**src/bdhr_pkg.sv**
```systemverilog
// Shared types and constants for the button debounce / hold / repeat block.
`timescale 1ns / 1ps

package bdhr_pkg;

  // Configuration register widths and reset values
  localparam int CFG_W          = 24;
  localparam int CFG_IDX_W      = 3;
  localparam int OUT_CNT_W      = 8;

  localparam logic [CFG_W-1:0] DEBOUNCE_RST = 24'd20000;
  localparam logic [CFG_W-1:0] HOLD_RST     = 24'd500000;
  localparam logic [CFG_W-1:0] REPEAT_RST   = 24'd100000;
  localparam logic [CFG_W-1:0] IDLE_RST     = 24'd1000000;
  localparam logic             POLARITY_RST = 1'b0;

  // Default sizes handed to the top level parameters
  localparam int COUNT_WIDTH_DEF = 8;
  localparam int TIME_WIDTH_DEF  = 32;

  // Register indexes on the configuration port
  typedef enum logic [CFG_IDX_W-1:0] {
    REG_DEBOUNCE    = 3'd0,
    REG_HOLD        = 3'd1,
    REG_REPEAT      = 3'd2,
    REG_IDLE_CLEAR  = 3'd3,
    REG_ACTIVE_HIGH = 3'd4
  } reg_idx_t;

  typedef struct packed {
    logic [CFG_W-1:0] debounce_ticks;
    logic [CFG_W-1:0] hold_ticks;
    logic [CFG_W-1:0] repeat_ticks;
    logic [CFG_W-1:0] idle_clear_ticks;
    logic             active_high;
  } cfg_t;

  typedef struct packed {
    logic pin_level;
    logic edge_seen;
    logic take_click;
    logic take_repeat;
    logic clear_clicks;
    logic clear_repeats;
  } item_t;

  typedef struct packed {
    logic                 is_pressed;
    logic                 is_held;
    logic [OUT_CNT_W-1:0] clicks_pending;
    logic [OUT_CNT_W-1:0] repeats_pending;
    logic                 click_taken;
    logic                 repeat_taken;
  } result_t;

endpackage

```
**src/bdhr_cfg.sv**
```systemverilog
// Configuration register file for the debounce / hold / repeat block.
`timescale 1ns / 1ps

module bdhr_cfg (
  input  logic                          clk,
  input  logic                          rst_n,
  input  logic                          cfg_we,
  input  logic [bdhr_pkg::CFG_IDX_W-1:0] cfg_index,
  input  logic [bdhr_pkg::CFG_W-1:0]    cfg_wdata,
  output bdhr_pkg::cfg_t                cfg
);

  bdhr_pkg::cfg_t cfg_r;
  bdhr_pkg::cfg_t cfg_nxt;

  always_comb begin
    cfg_nxt = cfg_r;
    if (cfg_we) begin
      case (cfg_index)
        bdhr_pkg::REG_DEBOUNCE:    cfg_nxt.debounce_ticks   = cfg_wdata;
        bdhr_pkg::REG_HOLD:        cfg_nxt.hold_ticks       = cfg_wdata;
        bdhr_pkg::REG_REPEAT:      cfg_nxt.repeat_ticks     = cfg_wdata;
        bdhr_pkg::REG_IDLE_CLEAR:  cfg_nxt.idle_clear_ticks = cfg_wdata;
        bdhr_pkg::REG_ACTIVE_HIGH: cfg_nxt.active_high      = cfg_wdata[0];
        default:                   cfg_nxt = cfg_r;  // unmapped index: ignored
      endcase
    end
  end

  always_ff @(posedge clk) begin
    if (!rst_n) begin
      cfg_r.debounce_ticks   <= bdhr_pkg::DEBOUNCE_RST;
      cfg_r.hold_ticks       <= bdhr_pkg::HOLD_RST;
      cfg_r.repeat_ticks     <= bdhr_pkg::REPEAT_RST;
      cfg_r.idle_clear_ticks <= bdhr_pkg::IDLE_RST;
      cfg_r.active_high      <= bdhr_pkg::POLARITY_RST;
    end else begin
      cfg_r <= cfg_nxt;
    end
  end

  assign cfg = cfg_r;

endmodule

```
**src/bdhr_engine.sv**
```systemverilog
// Per-tick state update: debounce, hold detection, auto-repeat, counters.
`timescale 1ns / 1ps

module bdhr_engine #(
  parameter int COUNT_WIDTH = bdhr_pkg::COUNT_WIDTH_DEF,
  parameter int TIME_WIDTH  = bdhr_pkg::TIME_WIDTH_DEF
) (
  input  logic              clk,
  input  logic              rst_n,
  input  logic              step,
  input  bdhr_pkg::item_t   item,
  input  bdhr_pkg::cfg_t    cfg,
  output bdhr_pkg::result_t res
);

  // compare width covers both the time difference and a 24-bit limit
  localparam int CmpW = (TIME_WIDTH > bdhr_pkg::CFG_W) ? TIME_WIDTH : bdhr_pkg::CFG_W;
  localparam int OutW = bdhr_pkg::OUT_CNT_W;

  typedef logic [TIME_WIDTH-1:0]  time_t;
  typedef logic [COUNT_WIDTH-1:0] cnt_t;

  function automatic logic reached(input time_t dt, input logic [bdhr_pkg::CFG_W-1:0] lim);
    logic [CmpW+TIME_WIDTH-1:0]      a;
    logic [CmpW+bdhr_pkg::CFG_W-1:0] b;
    a = {{CmpW{1'b0}}, dt};
    b = {{CmpW{1'b0}}, lim};
    return a[CmpW-1:0] >= b[CmpW-1:0];
  endfunction

  function automatic cnt_t sat_inc(input cnt_t c);
    return (&c) ? c : c + COUNT_WIDTH'(1);
  endfunction

  time_t now_r, now_nxt;
  logic  armed_r, armed_nxt;
  time_t edge_time_r, edge_time_nxt;
  logic  level_r, level_nxt;
  cnt_t  click_r, click_nxt;
  logic  hold_pend_r, hold_pend_nxt;
  logic  hold_act_r, hold_act_nxt;
  cnt_t  rep_r, rep_nxt;
  time_t press_r, press_nxt;
  time_t last_rep_r, last_rep_nxt;
  time_t clr_time_r, clr_time_nxt;

  logic  disarm, sample, new_press, hold_fire, rep_fire, idle_fire;
  logic  deb_hit, hold_hit;
  logic  hold_pend1, hold_act1;
  cnt_t  click1, rep1;
  logic  click_taken, repeat_taken;
  logic [COUNT_WIDTH+OutW-1:0] click_ext, rep_ext;

  always_comb begin
    // edge while armed: disarm and timestamp (elapsed since then is zero)
    disarm        = armed_r & item.edge_seen;
    edge_time_nxt = disarm ? now_r : edge_time_r;
    deb_hit       = disarm ? (cfg.debounce_ticks == '0)
                           : reached(now_r - edge_time_r, cfg.debounce_ticks);
    sample        = (~armed_r | disarm) & deb_hit;
    armed_nxt     = (armed_r & ~disarm) | sample;

    level_nxt  = sample ? (cfg.active_high ? item.pin_level : ~item.pin_level) : level_r;
    new_press  = sample & level_nxt;
    click1     = new_press ? sat_inc(click_r) : click_r;
    press_nxt  = new_press ? now_r : press_r;
    hold_act1  = (sample & ~level_nxt) ? 1'b0 : hold_act_r;
    hold_pend1 = sample ? level_nxt : hold_pend_r;

    // hold timer, elapsed zero on the tick of the press
    hold_hit      = new_press ? (cfg.hold_ticks == '0)
                              : reached(now_r - press_r, cfg.hold_ticks);
    hold_fire     = hold_pend1 & hold_hit;
    hold_pend_nxt = hold_pend1 & ~hold_fire;
    hold_act_nxt  = hold_act1 | hold_fire;

    // auto-repeat while held, idle clear otherwise
    rep_fire  = hold_act_nxt & reached(now_r - last_rep_r, cfg.repeat_ticks);
    idle_fire = ~hold_act_nxt & (rep_r != '0) &
                reached(now_r - clr_time_r, cfg.idle_clear_ticks);
    rep1         = rep_r;
    last_rep_nxt = last_rep_r;
    clr_time_nxt = clr_time_r;
    if (rep_fire) begin
      rep1         = sat_inc(rep_r);
      last_rep_nxt = now_r;
      clr_time_nxt = now_r;
    end else if (idle_fire) begin
      rep1         = '0;
      clr_time_nxt = now_r;
    end

    // takes first, then clears
    click_taken  = item.take_click & (click1 != '0);
    repeat_taken = item.take_repeat & (rep1 != '0);
    click_nxt    = click_taken ? click1 - COUNT_WIDTH'(1) : click1;
    rep_nxt      = repeat_taken ? rep1 - COUNT_WIDTH'(1) : rep1;
    if (item.clear_clicks) click_nxt = '0;
    if (item.clear_repeats) rep_nxt = '0;

    now_nxt = now_r + TIME_WIDTH'(1);

    click_ext = {{OutW{1'b0}}, click_nxt};
    rep_ext   = {{OutW{1'b0}}, rep_nxt};

    res.is_pressed      = level_nxt;
    res.is_held         = hold_act_nxt;
    res.clicks_pending  = click_ext[OutW-1:0];
    res.repeats_pending = rep_ext[OutW-1:0];
    res.click_taken     = click_taken;
    res.repeat_taken    = repeat_taken;
  end

  always_ff @(posedge clk) begin
    if (!rst_n) begin
      now_r       <= '0;
      armed_r     <= 1'b0;
      edge_time_r <= '0;
      level_r     <= 1'b0;
      click_r     <= '0;
      hold_pend_r <= 1'b0;
      hold_act_r  <= 1'b0;
      rep_r       <= '0;
      press_r     <= '0;
      last_rep_r  <= '0;
      clr_time_r  <= '0;
    end else if (step) begin
      now_r       <= now_nxt;
      armed_r     <= armed_nxt;
      edge_time_r <= edge_time_nxt;
      level_r     <= level_nxt;
      click_r     <= click_nxt;
      hold_pend_r <= hold_pend_nxt;
      hold_act_r  <= hold_act_nxt;
      rep_r       <= rep_nxt;
      press_r     <= press_nxt;
      last_rep_r  <= last_rep_nxt;
      clr_time_r  <= clr_time_nxt;
    end
  end

endmodule

```
**src/button_debounce_hold_repeat_core.sv**
```systemverilog
// Top level: button debouncer with hold detection and auto-repeat.
`timescale 1ns / 1ps

// Channel   Handshake              Payload
// -------   --------------------   ------------------------------------------
// in_       in_valid / in_ready    pin_level, edge_seen, take/clear requests
// out_      out_valid / out_ready  is_pressed, is_held, counts, taken flags
// cfg_      cfg_we (no wait)       cfg_index, cfg_wdata (24 bit)
//
// One transaction per clock sustained while out_ready stays high. A tick lands
// in the input register, and its state update runs as combinational logic into
// the result register. All control and tick state is cleared by synchronous
// reset; the time base restarts at zero. A stalled result holds in the output
// register while the input register keeps one more tick; both stall only when
// out_ready stays low.

module button_debounce_hold_repeat_core #(
  parameter int COUNT_WIDTH = bdhr_pkg::COUNT_WIDTH_DEF,
  parameter int TIME_WIDTH  = bdhr_pkg::TIME_WIDTH_DEF
) (
  input  logic                           clk,
  input  logic                           rst_n,
  // tick input
  input  logic                           in_valid,
  output logic                           in_ready,
  input  logic                           in_pin_level,
  input  logic                           in_edge_seen,
  input  logic                           in_take_click,
  input  logic                           in_take_repeat,
  input  logic                           in_clear_clicks,
  input  logic                           in_clear_repeats,
  // result output
  output logic                           out_valid,
  input  logic                           out_ready,
  output logic                           out_is_pressed,
  output logic                           out_is_held,
  output logic [bdhr_pkg::OUT_CNT_W-1:0] out_clicks_pending,
  output logic [bdhr_pkg::OUT_CNT_W-1:0] out_repeats_pending,
  output logic                           out_click_taken,
  output logic                           out_repeat_taken,
  // configuration writes
  input  logic                           cfg_we,
  input  logic [bdhr_pkg::CFG_IDX_W-1:0] cfg_index,
  input  logic [bdhr_pkg::CFG_W-1:0]     cfg_wdata
);

  bdhr_pkg::cfg_t    cfg;
  bdhr_pkg::item_t   in_item;
  bdhr_pkg::item_t   item_r;
  bdhr_pkg::result_t res;
  bdhr_pkg::result_t res_r;

  logic in_valid_r, in_valid_nxt;
  logic out_valid_r, out_valid_nxt;
  logic out_free, step, in_take;

  // result slot free when empty or being drained this cycle
  assign out_free = ~out_valid_r | out_ready;
  assign step     = in_valid_r & out_free;
  assign in_ready = ~in_valid_r | step;
  assign in_take  = in_valid & in_ready;

  assign in_valid_nxt  = in_take | (in_valid_r & ~step);
  assign out_valid_nxt = step | (out_valid_r & ~out_ready);

  assign in_item.pin_level     = in_pin_level;
  assign in_item.edge_seen     = in_edge_seen;
  assign in_item.take_click    = in_take_click;
  assign in_item.take_repeat   = in_take_repeat;
  assign in_item.clear_clicks  = in_clear_clicks;
  assign in_item.clear_repeats = in_clear_repeats;

  bdhr_cfg u_cfg (
    .clk       (clk),
    .rst_n     (rst_n),
    .cfg_we    (cfg_we),
    .cfg_index (cfg_index),
    .cfg_wdata (cfg_wdata),
    .cfg       (cfg)
  );

  bdhr_engine #(
    .COUNT_WIDTH (COUNT_WIDTH),
    .TIME_WIDTH  (TIME_WIDTH)
  ) u_engine (
    .clk   (clk),
    .rst_n (rst_n),
    .step  (step),
    .item  (item_r),
    .cfg   (cfg),
    .res   (res)
  );

  // handshake state
  always_ff @(posedge clk) begin
    if (!rst_n) begin
      in_valid_r  <= 1'b0;
      out_valid_r <= 1'b0;
    end else begin
      in_valid_r  <= in_valid_nxt;
      out_valid_r <= out_valid_nxt;
    end
  end

  // payload registers, no reset needed
  always_ff @(posedge clk) begin
    if (in_take) begin
      item_r <= in_item;
    end
    if (step) begin
      res_r <= res;
    end
  end

  assign out_valid           = out_valid_r;
  assign out_is_pressed      = res_r.is_pressed;
  assign out_is_held         = res_r.is_held;
  assign out_clicks_pending  = res_r.clicks_pending;
  assign out_repeats_pending = res_r.repeats_pending;
  assign out_click_taken     = res_r.click_taken;
  assign out_repeat_taken    = res_r.repeat_taken;

endmodule

```
**config.mk**
```make
export PLATFORM = sky130hd
export DESIGN_NAME = button_debounce_hold_repeat_core
export DESIGN_NICKNAME = d
export VERILOG_FILES = /design/src/bdhr_pkg.sv /design/src/bdhr_cfg.sv /design/src/bdhr_engine.sv /design/src/button_debounce_hold_repeat_core.sv
export SDC_FILE = /design/constraint.sdc
export NUM_CORES = 1
export LEC_CHECK = 0
export BUFFER_PORTS_ARGS = -buffer_cell sky130_fd_sc_hd__buf_2
export CORE_AREA = 4 4 268 270
export DETAILED_ROUTE_END_ITERATION = 6
export DIE_AREA = 0 0 272 274
export PLACE_DENSITY = 0.47
export SYNTH_ARGS = -nofsm -noshare
export SYNTH_HDL_FRONTEND = slang
export SYNTH_SLANG_ARGS = --single-unit
```
**constraint.sdc**
```tcl
create_clock -name clk -period 7 [get_ports clk]
set_input_delay 1.75 -clock clk [delete_from_list [all_inputs] [get_ports clk]]
set_output_delay 1.75 -clock clk [all_outputs]
set_load 0.05 [all_outputs]
```
=== After elaboration in Yosys (flattened, before gate mapping) ===
Index checks and enable logic that the tools add are counted.

* Register bits: 305
* Input port bits: 38
* Output and inout bits: 22
* Word-level logic and storage cells: 115

* $add $sub $neg: 9
* Magnitude comparators: 4
* Equality and inequality tests: 4
* Muxes and demuxes: 17
* Bitwise logic cells: 33
* Reductions and logical operators: 18

{| class="wikitable"
|+ Operators with widths
! cell !! count
|-
| greater-or-equal comparator 32 x 24 -> 1 bit || 4
|-
| subtractor 32 bit || 4
|-
| 2-to-1 mux 8 bit || 9
|-
| 2-to-1 mux 32 bit || 2
|-
| logical NOT 24 bit || 2
|-
| adder 32 x 1 -> 32 bit, second input constant || 1
|-
| nonzero test 8 bit || 3
|-
| AND reduction 2 bit || 9
|-
| adder 8 x 1 -> 8 bit, second input constant || 2
|-
| AND 1 bit || 16
|-
| AND reduction 8 bit || 2
|-
| subtractor 8 x 1 -> 8 bit, second input constant || 2
|-
| inverter 1 bit || 10
|-
| bitwise OR 1 bit || 7
|-
| equality test 3 x 2 -> 1 bit, second input constant || 2
|-
| 2-to-1 mux 1 bit || 6
|-
| equality test 3 x 1 -> 1 bit, second input constant || 1
|-
| equality test 3 bit, second input constant || 1
|-
| logical NOT 3 bit || 1
|-
| nonzero test 2 bit || 1
|}

=== Depth between registers and ports, before layout ===
* Word-level depth: 18
* Mapped depth: 35
* Mapped depth without buffers: 35

=== Cells and area by module ===
From an unflattened synthesis, not the netlist that was laid out.

* Cell total of the unflattened synthesis: 2804
* Area total of the unflattened synthesis: 22808.1 um^2

{| class="wikitable"
|+ By module, submodules not included
! module !! instances !! cells each !! area an instance (um^2) !! sequential area each (um^2)
|-
| bdhr_engine || 1 || 2407 || 18181.2 || 3603.5
|-
| bdhr_cfg || 1 || 362 || 3742.3 || 1941.9
|-
| button_debounce_hold_repeat_core || 1 || 35 || 884.6 || 820.8
|}

=== Least setup slack after synthesis ===
OpenSTA, ideal clock, no wires.

* Kind: register to register
* Start point: reg u_engine.now_r[0]
* End point: reg res_r (netlist bit out_repeats_pending[1]), data pin
* Setup time: 0.139 ns
* Data arrival time: 6.686 ns
* Data required time: 6.861 ns
* Path slack: 0.175 ns
* Stages on the path, launching flop included: 33
* Path buffers: 0
* Clock period less this slack: 6.825 ns
* Cells stage by stage: dfxtp_1 > inv_1 > ha_1 > inv_1 > fa_1 > a21oi_1 > nor2b_1 > a311o_1 > a21oi_1 > a31oi_1 > inv_1 > o221ai_1 > xor2_1 > ha_1 > a221oi_1 > o221ai_1 > or4b_1 > nor4_1 > o2111ai_1 > a2111oi_2 > a41o_1 > mux2_4 > nand3_2 > and2_1 > a21oi_1 > ha_1 > inv_1 > a211o_1 > a211oi_1 > o211ai_1 > nand2_1 > mux2_1 > nor2_1

{| class="wikitable"
|+ RTL lines
! element !! RTL line !! text
|-
| start: declaration || bdhr_engine.sv:35 || <nowiki>time_t now_r, now_nxt;</nowiki>
|-
| start signal: assignment || bdhr_engine.sv:128 || <nowiki>now_r <= now_nxt;</nowiki>
|-
| end signal: assignment || button_debounce_hold_repeat_core.sv:111 || <nowiki>res_r <= res;</nowiki>
|-
| end: declaration || button_debounce_hold_repeat_core.sv:51 || <nowiki>bdhr_pkg::result_t res_r;</nowiki>
|}

==> out/metrics.cfg <==
[synth]
yosysTopAreaCellShare=0.245
synth_fp_nets=3242
yosysWarnings=0
avgSynthCellArea_sq_um=7.66
async_flop_share=0
synthMostInstantiatedCell=nand2_1
synth_area_leaders=dfxtp_1 25%, ha_1 12%, nand2_1 9.5%
synth_edf_count=26
synth_top_area_cell=dfxtp_1
synth.top_cells.by_count=577 x nand2_1, 279 x dfxtp_1, 257 x inv_1, 227 x ha_1, 208 x a21boi_0
ys_types=94
syn_inst=2973
synth-seq-cells=305
synthFlopType=dfxtp_1
ys_seq_area_frac=0.280
synth_area_sq_um=22800

[clock_tree]
htreeDepth=2
clock_path_buffers=3
clkSinkCount=305
cts_made_buffers=40
path_clk_slew_ns=0.06
root_buffer=clkbuf_16
clk_latency_ns=0.57
cts_tree=built

[place]
dp_hpwl_mm=55.2
routabilityCongestion=0.905
place_inst=3925
place_area_sq_um=24500
port-buffer-count=59
place_ws_ns=-0.0598

[pwr]
comb_power_share=0.101
power_frac_seq=0.405
leakage_nw=10.9
p_int_mw=3.34
powerDensity_nw_per_um2=170
p_switching_mw=1.14
p_clk_frac=0.494
p_sw_frac=0.254
vdd_drop_max_mv=0.291

[grt]
met2_usage=0.312
grt_busiest_layer=met2
met1_usage=0.261
grt_use_met3=0.0199
grt_pass1_wl_mm=113
grt_pass1_vias=20200
grt_antenna_before_repair=0
grt_start_max_net_pins=99
overflow=0
track_usage=0.188

[setup_path]
path_max_fanout=4
critPathMaxStageDelay_ns=0.37
slowest_stage=a2111o_1
crit_top_cell=buf_4
cp-start-kind=register
end_kind=register
critical_path_arrival_ns=7.09
cp.required_ns=7.41
path_class=reg2reg

[timing]
relSlewSlack=0.175
rsz0062_at_grt=true
setup_viol=0
finalMaxSlewViolations=0
max_freq_mhz=150
hold_viol=0
finClkSkew_ns=0.0224
setup_slack_ns=0.324
max_slew.worst_pin.slew_ns=1.24
finalCriticalPeriod_ns=6.68
period_share=0.954
timing.hold.ws_ns=0.457

[floorplanning]
die_h_microns=274
pin_count=60
die_w_microns=272
fp.coreArea_sq_um=69500
rows=97
start_util=0.327
dieArea_sq_um=74500

[route]
ant_nets=0
drt-pass1-iter-count=5
drcViolationCount=0
vias_per_cell=5.17
post_drt_wl_per_cell_microns=18.0
drt_iter0_markers=1004
dr_total_vias=20800
wl_mm=72.2

[layout]
drive_gt1_frac=0.115
nNetsFinal=3312
design_area_sq_um=26300
finalCoreUtilization=0.378
syn_to_final_growth_pct=15.6
layout.cells.non_filler=4016

[outcome]
status=completed

[min_path]
hold_path.class=reg2reg

[run]
maxCapViolations=0

==> area by class of cell <==
cell class | instances | area [sq um]
antenna | 1 | 2.50
clock buffer | 59 | 1200
clock inverter | 15 | 220
fill | 7209 | 43200
inverter | 258 | 968
multi-input combinational | 2250 | 15100
sequential | 305 | 6370
tap | 940 | 1180
timing repair buffer | 188 | 1270
==> cell families (layout without fill, tap and decap cells) <==
family,after synthesis,count (layout),synth area share
adder cells (fa/ha/maj),231,231,0.128
flip-flops,305,305,0.280
AND/OR/NAND/NOR,1059,1059,0.213
other,0,1,0
multiplexers,13,13,0.00616
AO/OA/AOI/OAI,805,805,0.248
XOR/XNOR,142,142,0.0546
buffers and inverters,418,520,0.0706
==> metrics by stage <==
| stage | power, mW | setup TNS, ns |
|---|---|---|
| 6_report | 4.48 | 0 |
| 5_1_grt | 4.67 | -0.363 |
| 4_1_cts | 4.54 | 0 |
| 3_5_place_dp | 2.28 | -0.178 |
| 3_3_place_gp | 2.28 | 0 |
| 2_1_floorplan | 2.13 | 0 |
==> critical path: cells and delay by family (launching register included) <==
kind            cells  cell delay [ns]
compound gates     13             2.65
xor+xnor            1             0.15
fa+ha+maj           4             0.88
buf+inv             7             0.82
flops               1             0.33
mux                 2             0.69
simple gates        6             0.99
==> power groups by stage <==
| stage | logic [mW] | registers [mW] | clock network [mW] |
|---|---|---|---|
| final | 0.451 | 1.81 | 2.21 |
| after global routing | 0.497 | 1.82 | 2.35 |
| after CTS | 0.439 | 1.81 | 2.29 |
| after detailed placement | 0.433 | 1.85 | 0 |
| after global placement | 0.428 | 1.85 | 0 |
| after floorplan | 0.263 | 1.87 | 0 |
==> routing by layer <==
metal | vias up | part of all wire
met5 | - | 0
met2 | 346 | 0.45
met1 | 9798 | 0.49
met3 | 112 | 0.030
li1 | 10500 | -
met4 | 0 | 0.027
==> repair_timing <==
item	in CTS	in global routing
hold buffers	0	0
pin swaps	3	38
buffers inserted	1	15
endpoints found under the setup margin	11	56
gates resized for setup	8	72
cloned	0	0
==> final timing paths <==
path / slack [ns] / cells after the start / from / to
worst min register to register: 0.46 / 2 / u_engine.clr_time_r[22]$_SDFFE_PN0P_ / u_engine.clr_time_r[22]$_SDFFE_PN0P_
worst max register to register: 0.32 / 33 / u_engine.now_r[0]$_SDFFE_PN0P_ / out_repeats_pending[1]$_DFFE_PP_
worst max-delay path: 0.32 / 33 / u_engine.now_r[0]$_SDFFE_PN0P_ / out_repeats_pending[1]$_DFFE_PP_
worst min-delay path: 0.46 / 2 / u_engine.clr_time_r[22]$_SDFFE_PN0P_ / u_engine.clr_time_r[22]$_SDFFE_PN0P_
==> placed cells by master, fill, tap and decap left out, drive strengths merged, types with 44 or more instances in the layout <==
cell | synthesis | routed
nor3 | 44 | 44
o211ai | 49 | 49
a21o | 71 | 71
inv | 257 | 258
ha | 227 | 227
dfxtp | 279 | 279
a21oi | 169 | 169
and2 | 44 | 44
clkbuf | 134 | 59
nand4 | 48 | 48
nand2 | 577 | 577
a21boi | 214 | 214
nand3 | 75 | 75
o21ai | 91 | 91
buf | 26 | 188
nor2 | 121 | 121
xor2 | 45 | 45
xnor2 | 97 | 97
==> sequential cells by signal (all words and copies together) (netlist names) <==
register / flops
u_engine.level_r: 1
u_engine.hold_act_r: 1
out_repeat_taken: 1
u_engine.last_rep_r: 32
item_r: 6
u_engine.rep_r: 8
out_click_taken: 1
u_engine.hold_pend_r: 1
u_cfg.cfg: 97
out_valid: 1
u_engine.clr_time_r: 32
u_engine.armed_r: 1
u_engine.now_r: 32
out_repeats_pending: 8
out_is_pressed: 1
u_engine.press_r: 32
u_engine.edge_time_r: 32
out_clicks_pending: 8
out_is_held: 1
in_valid_r: 1
u_engine.click_r: 8
Power figures use the tool's default switching activity.
